[config.mk]
export PLATFORM = sky130hd
export DESIGN_NAME = command_retry_tracker
export DESIGN_NICKNAME = d
export VERILOG_FILES = /design/src/crt_pkg.sv /design/src/crt_front.sv /design/src/crt_queue.sv /design/src/crt_back.sv /design/src/command_retry_tracker.sv
export SDC_FILE = /design/constraint.sdc
export NUM_CORES = 1
export LEC_CHECK = 0
export BUFFER_PORTS_ARGS = -buffer_cell sky130_fd_sc_hd__buf_2
export CAP_MARGIN = 20
export CORE_MARGIN = 10
export CORE_UTILIZATION = 30
export DETAILED_ROUTE_END_ITERATION = 8
export GPL_TIMING_DRIVEN = 0
export PLACE_DENSITY_LB_ADDON = 0.25
export SETUP_SLACK_MARGIN = 0.02
export SYNTH_ARGS = -nofsm -noshare
export SYNTH_HDL_FRONTEND = slang
export SYNTH_HIERARCHICAL = 1
export SYNTH_SLANG_ARGS = --single-unit
[constraint.sdc]
create_clock -name aclk -period 13.4 [get_ports aclk]
set_input_delay 2.68 -clock aclk [delete_from_list [all_inputs] [get_ports aclk]]
set_output_delay 2.68 -clock aclk [all_outputs]
set_load 0.02 [all_outputs]
[src/crt_pkg.sv]
`default_nettype none
// ----------------------------------------------------------------------------
// crt_pkg: shared types and constants of the command retry tracker
// Packet type codes, completion codes, register indexes and the word passed
// from the classifier to the execution stage.
// ----------------------------------------------------------------------------
package crt_pkg;

    localparam int unsigned MAX_BODY = 64;

    localparam int unsigned QUEUE_DEPTH = 2;
    localparam int unsigned QUEUE_PTR_W = $clog2(QUEUE_DEPTH);
    localparam int unsigned QUEUE_CNT_W = $clog2(QUEUE_DEPTH + 1);

    localparam int unsigned S_TDATA_W = 128;
    localparam int unsigned S_TUSER_W = 2;
    localparam int unsigned M_TDATA_W = 40;

    // input word kinds
    localparam logic [1:0] FUNC_SEND = 2'd0;
    localparam logic [1:0] FUNC_TICK = 2'd1;
    localparam logic [1:0] FUNC_RECV = 2'd2;

    // packet types
    localparam logic [2:0] TYPE_PING  = 3'd0;
    localparam logic [2:0] TYPE_ACK   = 3'd3;
    localparam logic [2:0] TYPE_ERROR = 3'd4;

    // completion codes
    localparam logic [1:0] RES_OK      = 2'd0;
    localparam logic [1:0] RES_ERR     = 2'd1;
    localparam logic [1:0] RES_TIMEOUT = 2'd2;

    // configuration register indexes
    localparam logic [1:0] CFG_OWN_ADDR   = 2'd0;
    localparam logic [1:0] CFG_HUB_ADDR   = 2'd1;
    localparam logic [1:0] CFG_BCAST_ADDR = 2'd2;

    typedef enum logic [2:0] {
        OP_NONE,
        OP_SEND,
        OP_TICK,
        OP_PING,
        OP_REPLY
    } crt_op_t;

    // classified word handed to the back end
    typedef struct packed {
        crt_op_t     op;
        logic        is_err;
        logic [2:0]  typ;
        logic [7:0]  code;
        logic [7:0]  seq;
        logic [7:0]  src;
        logic [31:0] wait_ms;
        logic [7:0]  retry;
        logic [31:0] now_ms;
    } crt_item_t;

    typedef struct packed {
        logic        accepted;
        logic        tx_valid;
        logic [7:0]  tx_dst;
        logic [2:0]  tx_type;
        logic [7:0]  tx_cmd;
        logic [7:0]  tx_seq;
        logic        done_valid;
        logic [1:0]  done_result;
        logic        busy_res;
    } crt_result_t;

endpackage
`default_nettype wire

[src/crt_front.sv]
`default_nettype none
// ----------------------------------------------------------------------------
// crt_front: input classifier
// Decodes an incoming word into an operation and turns words that can have
// no effect (overlong bodies, broadcast pings, unknown kinds) into no-ops.
// ----------------------------------------------------------------------------
module crt_front
    import crt_pkg::*;
(
    input  wire logic [1:0]  func,
    input  wire logic [2:0]  cmd_type,
    input  wire logic [7:0]  cmd_code,
    input  wire logic [7:0]  body_length,
    input  wire logic [31:0] wait_ms,
    input  wire logic [7:0]  retry_count,
    input  wire logic [31:0] now_ms,
    input  wire logic [2:0]  pkt_type,
    input  wire logic [7:0]  pkt_cmd,
    input  wire logic [7:0]  pkt_seq,
    input  wire logic [7:0]  pkt_src,
    input  wire logic [7:0]  pkt_dst,
    input  wire logic [7:0]  broadcast_address,
    output crt_item_t        item
);

    logic body_ok;

    assign body_ok = ({1'b0, body_length} <= 9'(MAX_BODY));

    always_comb begin
        item         = '0;
        item.op      = OP_NONE;
        item.wait_ms = wait_ms;
        item.retry   = retry_count;
        item.now_ms  = now_ms;
        item.seq     = pkt_seq;
        item.src     = pkt_src;
        item.is_err  = (pkt_type == TYPE_ERROR);
        unique case (func)
            FUNC_SEND: begin
                item.typ  = cmd_type;
                item.code = cmd_code;
                if (body_ok) begin
                    item.op = OP_SEND;
                end
            end
            FUNC_TICK: begin
                item.op = OP_TICK;
            end
            FUNC_RECV: begin
                item.code = pkt_cmd;
                if (pkt_type == TYPE_PING) begin
                    if (pkt_dst != broadcast_address) begin
                        item.op = OP_PING;
                    end
                end else if (pkt_type == TYPE_ACK || pkt_type == TYPE_ERROR) begin
                    item.op = OP_REPLY;
                end
            end
            default: begin
                item.op = OP_NONE;
            end
        endcase
    end

endmodule
`default_nettype wire

[src/crt_queue.sv]
`default_nettype none
// ----------------------------------------------------------------------------
// crt_queue: short queue between classifier and execution stage
// Flip-flop FIFO; push and pop in the same cycle keep the level while the
// queue is neither empty nor full.
module crt_queue
    import crt_pkg::*;
(
    input  wire logic      aclk,
    input  wire logic      aresetn,
    input  wire logic      push,
    input  wire crt_item_t push_item,
    output logic           full,
    input  wire logic      pop,
    output logic           empty,
    output crt_item_t      pop_item
);

    crt_item_t                entry_reg [QUEUE_DEPTH];
    logic [QUEUE_PTR_W-1:0]   wr_ptr_reg, wr_ptr_next;
    logic [QUEUE_PTR_W-1:0]   rd_ptr_reg, rd_ptr_next;
    logic [QUEUE_CNT_W-1:0]   count_reg, count_next;
    logic                     do_push, do_pop;

    assign full     = (count_reg == QUEUE_CNT_W'(QUEUE_DEPTH));
    assign empty    = (count_reg == '0);
    assign do_push  = push && !full;
    assign do_pop   = pop && !empty;
    assign pop_item = entry_reg[rd_ptr_reg];

    always_comb begin
        wr_ptr_next = wr_ptr_reg;
        rd_ptr_next = rd_ptr_reg;
        count_next  = count_reg;
        if (do_push) begin
            wr_ptr_next = (wr_ptr_reg == QUEUE_PTR_W'(QUEUE_DEPTH - 1)) ? '0
                                                                        : wr_ptr_reg + 1'b1;
        end
        if (do_pop) begin
            rd_ptr_next = (rd_ptr_reg == QUEUE_PTR_W'(QUEUE_DEPTH - 1)) ? '0
                                                                        : rd_ptr_reg + 1'b1;
        end
        if (do_push && !do_pop) begin
            count_next = count_reg + 1'b1;
        end else if (do_pop && !do_push) begin
            count_next = count_reg - 1'b1;
        end
    end

    always_ff @(posedge aclk) begin
        if (!aresetn) begin
            wr_ptr_reg <= '0;
            rd_ptr_reg <= '0;
            count_reg  <= '0;
        end else begin
            wr_ptr_reg <= wr_ptr_next;
            rd_ptr_reg <= rd_ptr_next;
            count_reg  <= count_next;
        end
    end

    always_ff @(posedge aclk) begin
        if (do_push) begin
            entry_reg[wr_ptr_reg] <= push_item;
        end
    end

    a_count_bound: assert property (@(posedge aclk) disable iff (!aresetn)
        count_reg <= QUEUE_CNT_W'(QUEUE_DEPTH))
        else $error("queue level beyond depth");

    a_level_tracks: assert property (@(posedge aclk) disable iff (!aresetn)
        (do_push && !do_pop) |=> (count_reg == $past(count_reg) + 1'b1))
        else $error("queue level missed a push");

endmodule
`default_nettype wire

[src/crt_back.sv]
`default_nettype none
// ----------------------------------------------------------------------------
// crt_back: request tracker and result register
// Holds the outstanding request, its deadline and retry budget; executes one
// queued word per cycle, while the result register is free or being taken,
// into a result register.
module crt_back
    import crt_pkg::*;
(
    input  wire logic        aclk,
    input  wire logic        aresetn,
    input  wire logic [7:0]  hub_address,
    input  wire logic        q_empty,
    input  wire crt_item_t   q_item,
    output logic             q_pop,
    output logic             res_valid,
    input  wire logic        res_ready,
    output crt_result_t      res
);

    logic        outstanding_reg, outstanding_next;
    logic [2:0]  saved_type_reg, saved_type_next;
    logic [7:0]  saved_cmd_reg, saved_cmd_next;
    logic [7:0]  saved_seq_reg, saved_seq_next;
    logic [7:0]  next_seq_reg, next_seq_next;
    logic [7:0]  retries_reg, retries_next;
    logic [31:0] deadline_reg, deadline_next;
    logic [31:0] attempt_wait_reg, attempt_wait_next;
    logic        res_valid_reg;
    crt_result_t res_reg, res_next;
    logic [31:0] diff;
    logic        expired;

    // result slot frees when empty or being taken
    assign q_pop     = !q_empty && (!res_valid_reg || res_ready);
    assign res_valid = res_valid_reg;
    assign res       = res_reg;

    // wrap-safe: at or past the deadline when the difference is non-negative
    assign diff    = q_item.now_ms - deadline_reg;
    assign expired = !diff[31];

    always_comb begin
        outstanding_next  = outstanding_reg;
        saved_type_next   = saved_type_reg;
        saved_cmd_next    = saved_cmd_reg;
        saved_seq_next    = saved_seq_reg;
        next_seq_next     = next_seq_reg;
        retries_next      = retries_reg;
        deadline_next     = deadline_reg;
        attempt_wait_next = attempt_wait_reg;
        res_next          = '0;
        unique case (q_item.op)
            OP_SEND: begin
                if (!outstanding_reg) begin
                    saved_type_next     = q_item.typ;
                    saved_cmd_next      = q_item.code;
                    saved_seq_next      = next_seq_reg;
                    next_seq_next       = next_seq_reg + 8'd1;
                    retries_next        = q_item.retry;
                    attempt_wait_next   = q_item.wait_ms;
                    deadline_next       = q_item.now_ms + q_item.wait_ms;
                    outstanding_next    = 1'b1;
                    res_next.accepted   = 1'b1;
                    res_next.tx_valid   = 1'b1;
                    res_next.tx_dst     = hub_address;
                    res_next.tx_type    = q_item.typ;
                    res_next.tx_cmd     = q_item.code;
                    res_next.tx_seq     = next_seq_reg;
                end
            end
            OP_TICK: begin
                if (outstanding_reg && expired) begin
                    if (retries_reg != '0) begin
                        retries_next      = retries_reg - 8'd1;
                        deadline_next     = q_item.now_ms + attempt_wait_reg;
                        res_next.tx_valid = 1'b1;
                        res_next.tx_dst   = hub_address;
                        res_next.tx_type  = saved_type_reg;
                        res_next.tx_cmd   = saved_cmd_reg;
                        res_next.tx_seq   = saved_seq_reg;
                    end else begin
                        outstanding_next     = 1'b0;
                        res_next.done_valid  = 1'b1;
                        res_next.done_result = RES_TIMEOUT;
                    end
                end
            end
            OP_PING: begin
                res_next.tx_valid = 1'b1;
                res_next.tx_dst   = q_item.src;
                res_next.tx_type  = TYPE_ACK;
                res_next.tx_cmd   = q_item.code;
                res_next.tx_seq   = q_item.seq;
            end
            OP_REPLY: begin
                if (outstanding_reg && q_item.code == saved_cmd_reg
                        && q_item.seq == saved_seq_reg) begin
                    outstanding_next     = 1'b0;
                    res_next.done_valid  = 1'b1;
                    res_next.done_result = q_item.is_err ? RES_ERR : RES_OK;
                end
            end
            default: begin
                res_next = '0;
            end
        endcase
        res_next.busy_res = outstanding_next;
    end

    always_ff @(posedge aclk) begin
        if (!aresetn) begin
            outstanding_reg  <= 1'b0;
            saved_type_reg   <= '0;
            saved_cmd_reg    <= '0;
            saved_seq_reg    <= '0;
            next_seq_reg     <= 8'd1;
            retries_reg      <= '0;
            deadline_reg     <= '0;
            attempt_wait_reg <= '0;
            res_valid_reg    <= 1'b0;
        end else begin
            if (q_pop) begin
                outstanding_reg  <= outstanding_next;
                saved_type_reg   <= saved_type_next;
                saved_cmd_reg    <= saved_cmd_next;
                saved_seq_reg    <= saved_seq_next;
                next_seq_reg     <= next_seq_next;
                retries_reg      <= retries_next;
                deadline_reg     <= deadline_next;
                attempt_wait_reg <= attempt_wait_next;
                res_valid_reg    <= 1'b1;
            end else if (res_ready) begin
                res_valid_reg    <= 1'b0;
            end
        end
    end

    always_ff @(posedge aclk) begin
        if (q_pop) begin
            res_reg <= res_next;
        end
    end

    a_tx_or_done: assert property (@(posedge aclk) disable iff (!aresetn)
        res_valid_reg |-> !(res_reg.tx_valid && res_reg.done_valid))
        else $error("transmit and completion in one word");

    a_accept_busy: assert property (@(posedge aclk) disable iff (!aresetn)
        (res_valid_reg && res_reg.accepted) |-> res_reg.busy_res)
        else $error("accepted send left tracker idle");

    a_done_clears: assert property (@(posedge aclk) disable iff (!aresetn)
        $fell(outstanding_reg) |-> (res_reg.done_valid && res_valid_reg))
        else $error("request dropped without completion");

    a_seq_step: assert property (@(posedge aclk) disable iff (!aresetn)
        $rose(outstanding_reg) |-> (next_seq_reg == $past(next_seq_reg) + 8'd1))
        else $error("sequence number not advanced on accept");

endmodule
`default_nettype wire

[src/command_retry_tracker.sv]
`default_nettype none
// ----------------------------------------------------------------------------
// command_retry_tracker: stop-and-wait request tracker with retransmission
// ----------------------------------------------------------------------------
// Usage:
//   s_ channel: one word per event; s_tuser selects send, tick or received
//   packet, s_tdata carries the request and packet fields.
//   m_ channel: exactly one result word per input word, in order, giving
//   accept/transmit/completion flags and the header to transmit.
//   cfg channel: register writes (hub and broadcast address), always ready;
//   write only while no words are in flight.
// Path: a word goes through the classifier into the queue, then through the
//   tracker into the result register.
// Throughput: one word per cycle while the result register is free or being
//   taken; the tracker update is two 32-bit adds and one 32-bit compare.
// Stall: the result register holds while m_tready is low; the two-word queue
//   absorbs input until full, then s_tready drops.
// Reset: aresetn low clears the queue, the result valid flag and the tracker
//   (nothing outstanding, next sequence number 1) and restores registers.
// ----------------------------------------------------------------------------
module command_retry_tracker
    import crt_pkg::*;
(
    input  wire logic                 aclk,
    input  wire logic                 aresetn,
    input  wire logic                 s_tvalid,
    output logic                      s_tready,
    // cmd_type, cmd_code, body_length, wait_ms, retry_count, now_ms,
    // pkt_type, pkt_cmd, pkt_seq, pkt_src, pkt_dst, zero pad
    input  wire logic [S_TDATA_W-1:0] s_tdata,
    // func
    input  wire logic [S_TUSER_W-1:0] s_tuser,
    output logic                      m_tvalid,
    input  wire logic                 m_tready,
    // accepted, tx_valid, tx_dst, tx_type, tx_cmd, tx_seq, done_valid,
    // done_result, busy_res, zero pad
    output logic [M_TDATA_W-1:0]      m_tdata,
    input  wire logic                 cfg_valid,
    output logic                      cfg_ready,
    input  wire logic [1:0]           cfg_index,
    input  wire logic [7:0]           cfg_data
);

    logic [7:0]  hub_address_reg;
    logic [7:0]  bcast_address_reg;
    crt_item_t   front_item;
    crt_item_t   q_item;
    logic        q_full, q_empty, q_pop;
    crt_result_t res;

    assign cfg_ready = 1'b1;

    // own address feeds no output here, so its writes are dropped
    always_ff @(posedge aclk) begin
        if (!aresetn) begin
            hub_address_reg   <= 8'd0;
            bcast_address_reg <= 8'd255;
        end else if (cfg_valid) begin
            unique case (cfg_index)
                CFG_HUB_ADDR:   hub_address_reg   <= cfg_data;
                CFG_BCAST_ADDR: bcast_address_reg <= cfg_data;
                default: ;
            endcase
        end
    end

    crt_front u_front (
        .func              (s_tuser[1:0]),
        .cmd_type          (s_tdata[2:0]),
        .cmd_code          (s_tdata[10:3]),
        .body_length       (s_tdata[18:11]),
        .wait_ms           (s_tdata[50:19]),
        .retry_count       (s_tdata[58:51]),
        .now_ms            (s_tdata[90:59]),
        .pkt_type          (s_tdata[93:91]),
        .pkt_cmd           (s_tdata[101:94]),
        .pkt_seq           (s_tdata[109:102]),
        .pkt_src           (s_tdata[117:110]),
        .pkt_dst           (s_tdata[125:118]),
        .broadcast_address (bcast_address_reg),
        .item              (front_item)
    );

    assign s_tready = !q_full;

    crt_queue u_queue (
        .aclk      (aclk),
        .aresetn   (aresetn),
        .push      (s_tvalid),
        .push_item (front_item),
        .full      (q_full),
        .pop       (q_pop),
        .empty     (q_empty),
        .pop_item  (q_item)
    );

    crt_back u_back (
        .aclk        (aclk),
        .aresetn     (aresetn),
        .hub_address (hub_address_reg),
        .q_empty     (q_empty),
        .q_item      (q_item),
        .q_pop       (q_pop),
        .res_valid   (m_tvalid),
        .res_ready   (m_tready),
        .res         (res)
    );

    assign m_tdata = {7'd0, res.busy_res, res.done_result, res.done_valid,
                      res.tx_seq, res.tx_cmd, res.tx_type, res.tx_dst,
                      res.tx_valid, res.accepted};

endmodule
`default_nettype wire
# ---- Yosys cells after proc, flatten, opt, wreduce, memory -nomap -nowiden
# Memories as Yosys holds them, arrays and structs flattened. A register that Yosys moved wholly into a read port is not among the register bits.
# Cells that the tools add are included.
# Widths: inputs -> output; s select.
dict set report word_totals {
  ff_bits 154
  mem_bits_rw 206
  in_bits 145
  output_inout_bits 43
  word_cells 116
  n_memories 1
}
dict set report classes {
  add_sub_neg 9
  magnitude_cmp 1
  eq_ne 17
  mux 37
  bitwise 1
  reduce_logical 27
}
# memory words width read_ports rd_ports_with_merged_regs write_ports line
set mem_list {}
lappend mem_list {u_queue.entry_reg 2 103 1 1 1 crt_queue.sv:19} ;# crt_item_t entry_reg [QUEUE_DEPTH];
# operator n
set op_table {}
lappend op_table {{$mux 32} 3}
lappend op_table {{$pmux 28 s3} 1}
lappend op_table {{$add 32x32->32} 2}
lappend op_table {{$pmux 32 s2} 1}
lappend op_table {{$pmux 8 s2} 2}
lappend op_table {{$sub 32x32->32} 1}
lappend op_table {{$mux 31} 1}
lappend op_table {{$mux 29} 1}
lappend op_table {{$mux 28} 1}
lappend op_table {{$mux 8} 3}
lappend op_table {{$eq 8x8->1} 2}
lappend op_table {{$mux 3} 5}
lappend op_table {{$mux 1} 13}
lappend op_table {{$eq 3x2->1 const B} 3}
lappend op_table {{$pmux 3 s3} 1}
lappend op_table {{$add 8x1->8 const B} 1}
lappend op_table {{$le 8x7->1 const B} 1}
lappend op_table {{$logic_and 1x1->1} 8}
lappend op_table {{$ne 8x8->1} 1}
lappend op_table {{$reduce_bool 8->1} 1}
lappend op_table {{$sub 8x1->8 const B} 1}
lappend op_table {{$eq 2x2->1 const B} 3}
lappend op_table {{$eq 3x3->1 const B} 2}
lappend op_table {{$logic_not 1->1} 6}
lappend op_table {{18 further kinds} 28}

# ---- Logic depth before layout (Yosys ltp)
dict set report logic_depth {
  word_depth 7
  ltp_mapped 21
  ltp_nobuf 18
}

# ---- Modules after synthesis
# Netlist, hierarchy kept.
# mod instances cells_per_inst area_each_um2 seq_area_each_um2
set modules_own_cells {}
lappend modules_own_cells {crt_back 1 952 8174.1 3012.9}
lappend modules_own_cells {crt_queue 1 345 7681.1 6286.0}
lappend modules_own_cells {crt_front 1 133 965.9 0.0}
lappend modules_own_cells {command_retry_tracker 1 83 767.0 320.3}

# ---- Worst setup path before layout
# No wires, ideal clock.
dict set report synth_path {
  path_type {input to register}
  from {input port s_tvalid}
  to {memory u_queue/entry_reg[0][0] in the netlist's numbering (enable)}
  setup_ns 0.548
  t_arrival_ns 6.746
  required_time_ns 12.852
  path_slack_ns 6.106
  stages 2
  path_buffers 0
  path_cell_list {inv_1 -> nor3_2}
}
dict set report synth_between {
  elab_chain_cells 3
}
# element line
set synth_lines {}
lappend synth_lines {{from (decl)} command_retry_tracker.sv:26} ;# input wire logic s_tvalid,
lappend synth_lines {{$logic_and 1x1->1} crt_queue.sv:27} ;# assign do_push = push && !full;
lappend synth_lines {{$mux 1} crt_queue.sv:63} ;# if (do_push) begin
lappend synth_lines {{$mux 1 (implied by the code)} crt_queue.sv:64} ;# entry_reg[wr_ptr_reg] <= push_item;
lappend synth_lines {{to (decl)} crt_queue.sv:19}
# Every way passes these cells.

==> results_dict.tcl <==
set metrics [dict create \
    outcome "completed" \
    ys_ff_latch 361 \
    p_int_mw 2.813 \
    criticalPathCategory "flip-flop to flip-flop" \
    cts_buffers 41 \
    drv_cap 0 \
    period_minus_slack_ns 5.586 \
    p_leak_nw 7.922 \
    tightest_slew_ns 0.9872 \
    yosysUniqueCellTypes 75 \
    routedWlPerCell_um 17.80 \
    crit_fanout 10 \
    antenna_left 0 \
    cts_tree "yes" \
    fmax_mhz 179.0 \
    io_pins 188 \
    yosysSeqAreaShare_pct 54.69 \
    die_h_um 262.1 \
    grtUsageTotal_pct 12.58 \
    root_buffer "clkbuf_16" \
    async_reset_ff_share_pct 0 \
    drive_gt1_share_pct 20.12 \
    finalMaxSlewViolations 0 \
    routed_via_density 4.637 \
    cts-htree-levels 2 \
    power_density_mw_per_mm2 207.4 \
    combPwrFrac_pct 37.6 \
    portBuffers 87 \
    ff_latch_area_mm2 0.009619 \
    coreArea_mm2 0.05792 \
    antenna_found_initial 6 \
    fillers 5775 \
    multi_input_area_mm2 0.006648 \
    cts_resized 0 \
    period_share_pct 41.68 \
    hold_violations 0 \
    sw_frac_of_total_pct 34.39 \
    hold_buffers 0 \
    seq_power_share_pct 33.8 \
    arrival_ns 6.09 \
    cts.sink_count 361 \
    fin_worst_skew_ns 0.02461 \
    syn_area_per_cell_um2 11.62 \
    crit_chain "buf_2 -> mux2_2 -> nor2_1 -> and2_0 -> buf_4 -> clkbuf_1 -> nand2_1 -> nand2_1 -> ha_1 -> inv_1 -> fa_1 -> nand2b_1 -> a21oi_1 -> o2111ai_1 -> a31oi_1 -> nand3_1 -> a21oi_1 -> nor3_1 -> or3_1 -> nand3_1 -> o211a_1" \
    grt_pass1_vias 11576 \
    setup-tns-final_ns 0 \
    cpLargestDelayFamily "simple AND/OR/NAND/NOR gates" \
    dp_hpwl_mm 32.87 \
    largest_reg_flops 206 \
    routed_wl_mm 43.73 \
    slowest_stage "clkbuf_1" \
    clockBufferDepth 3 \
    worst_hold_slack_ns 0.4585 \
    initial_utilization_pct 30.37 \
    synth_warnings 6 \
    clockPowerShare_pct 28.6 \
    drc 0 \
    nets 1868 \
    ir_worst_vdd_mv 0.1370 \
    setup_viol 0 \
    hold_path.class "flip-flop to flip-flop" \
    post_cts.repair.setup_buffers 0 \
    dieArea_mm2 0.06871 \
    r2r_slack_ns 7.81 \
    p_total_mw 4.288 \
    grt_pass1_wl_mm 66.72 \
    die_x_um 262.1 \
    dr.pass1.iters 7 \
    syn-cell-area_mm2 0.01759 \
    clkTransAtPathRegs_ns 0.06 \
    synth_edf_count 239 \
    post-route-util_pct 35.70 \
    stdcell_count 2456 \
    slew_headroom_pct 33.58 \
    grt_start_max_net_pins 47 \
    placedCellCount 2379 \
    p_sw_mw 1.475 \
    area_delta_synth_final_pct 17.54 \
    synth-main-ff-cell "edfxtp_1" \
    cp_data_required_time_ns 13.91 \
    critPathLaunchType "flip-flop" \
    rsz0062_at_grt "false" \
    vias 11389 \
    gr-total-overflow 0 \
    gp_congestion 0.8439 \
    row_count 88 \
    path_buf_inv 4 \
    syn_inst 1513 \
    worstSetupEndpointType "flip-flop" \
    clk_latency_ns 0.57 \
    first_iter_violations 561 \
    max_stage_delay_ns 0.48 \
]
[cell type report]
class | instances | share of cell area [%]
Buffer | 159 | 5.374
Clock inverter | 24 | 1.834
Clock buffer | 52 | 5.356
Multi-Input combinational cell | 934 | 32.16
Antenna cell | 1 | 0.01210
Tap cell | 765 | 4.630
Sequential cell | 361 | 46.53
Timing Repair Buffer | 95 | 2.929
Inverter | 65 | 1.180
[through the flow]
| stage | setup WS [ns] | area, µm² |
|---|---|---|
| 2_1_floorplan | 6.106 | 17610 |
| 3_3_place_gp | 3.212 | 19000 |
| 3_5_place_dp | 7.793 | 19180 |
| 4_1_cts | 7.753 | 20670 |
| 5_1_grt | 7.383 | 20670 |
| 6_report | 7.814 | 20670 |
[placed cells by master (no fill, tap or decap), types with 33 or more instances in the layout]
| cell | n |
|---|---|
| nand2_1 | 247 |
| edfxtp_1 | 239 |
| dfxtp_1 | 122 |
| buf_4 | 99 |
| buf_2 | 96 |
| mux2_1 | 70 |
| ha_1 | 65 |
| inv_1 | 62 |
| a21boi_0 | 50 |
| nor2_1 | 45 |
| a21oi_1 | 43 |
| mux2i_1 | 41 |
| clkbuf_16 | 41 |
| clkbuf_1 | 38 |
| xnor2_1 | 35 |
| mux2_2 | 33 |
[worst paths after layout]
path,startpoint,end,cells past startpoint
worst max-delay path,flip-flop,u_back/deadline_reg[28],21
worst min-delay path,hub_address_reg[0],hub_address_reg[0],2
worst max register to register,flip-flop,u_back/deadline_reg[28],21
worst min register to register,hub_address_reg[0],hub_address_reg[0],2
[tightest hold or removal path: stages, from the launching register on]
cell and delay, ns:
dfxtp_1 0.31, nand2_1 0.05, mux2i_1 0.05
[cell usage after synthesis (31+ instances only)]
cell type	instances	area, µm²
edfxtp_1	239	7177
buf_4	99	743.2
a21boi_0	50	375.4
xnor2_1	35	306.5
inv_1	63	236.5
dfxtp_1	122	2442
ha_1	65	813.3
clkbuf_1	31	116.4
nand2_1	247	927.1
mux2_1	70	788.3
nor2_1	45	168.9
mux2i_1	41	410.4
a21oi_1	43	215.2
mux2_2	33	371.6
[layer usage]
layer / vias to the layer above / GRT usage (%) / part of all wire, %
met2: 231 / 21.09 / 49
met5: - / 0 / 0.14
li1: 5599 / - / -
met4: 10 / 3.320 / 1.9
met1: 5491 / 15.66 / 43
met3: 58 / 3.540 / 6.1
[cell families after synthesis]
kind of cell / synth area share [%]
AO/OA/AOI/OAI: 10.19
XOR/XNOR: 3.080
adder cells (fa/ha/maj): 4.738
buffers and inverters: 7.704
flip-flops: 54.69
multiplexers: 8.928
other: 0.04270
AND/OR/NAND/NOR: 10.62
[power by group through the flow]
| stage | sequential (mW) | combinational [mW] | clock [mW] |
|---|---|---|---|
| after floorplan | 1.53 | 1.11 | 0 |
| after global placement | 1.49 | 1.58 | 0 |
| after detailed placement | 1.47 | 1.62 | 0 |
| after CTS | 1.45 | 1.63 | 1.27 |
| after global routing | 1.47 | 1.79 | 1.32 |
| final | 1.45 | 1.61 | 1.23 |
No activity file was read; power rests on OpenSTA's default activity.
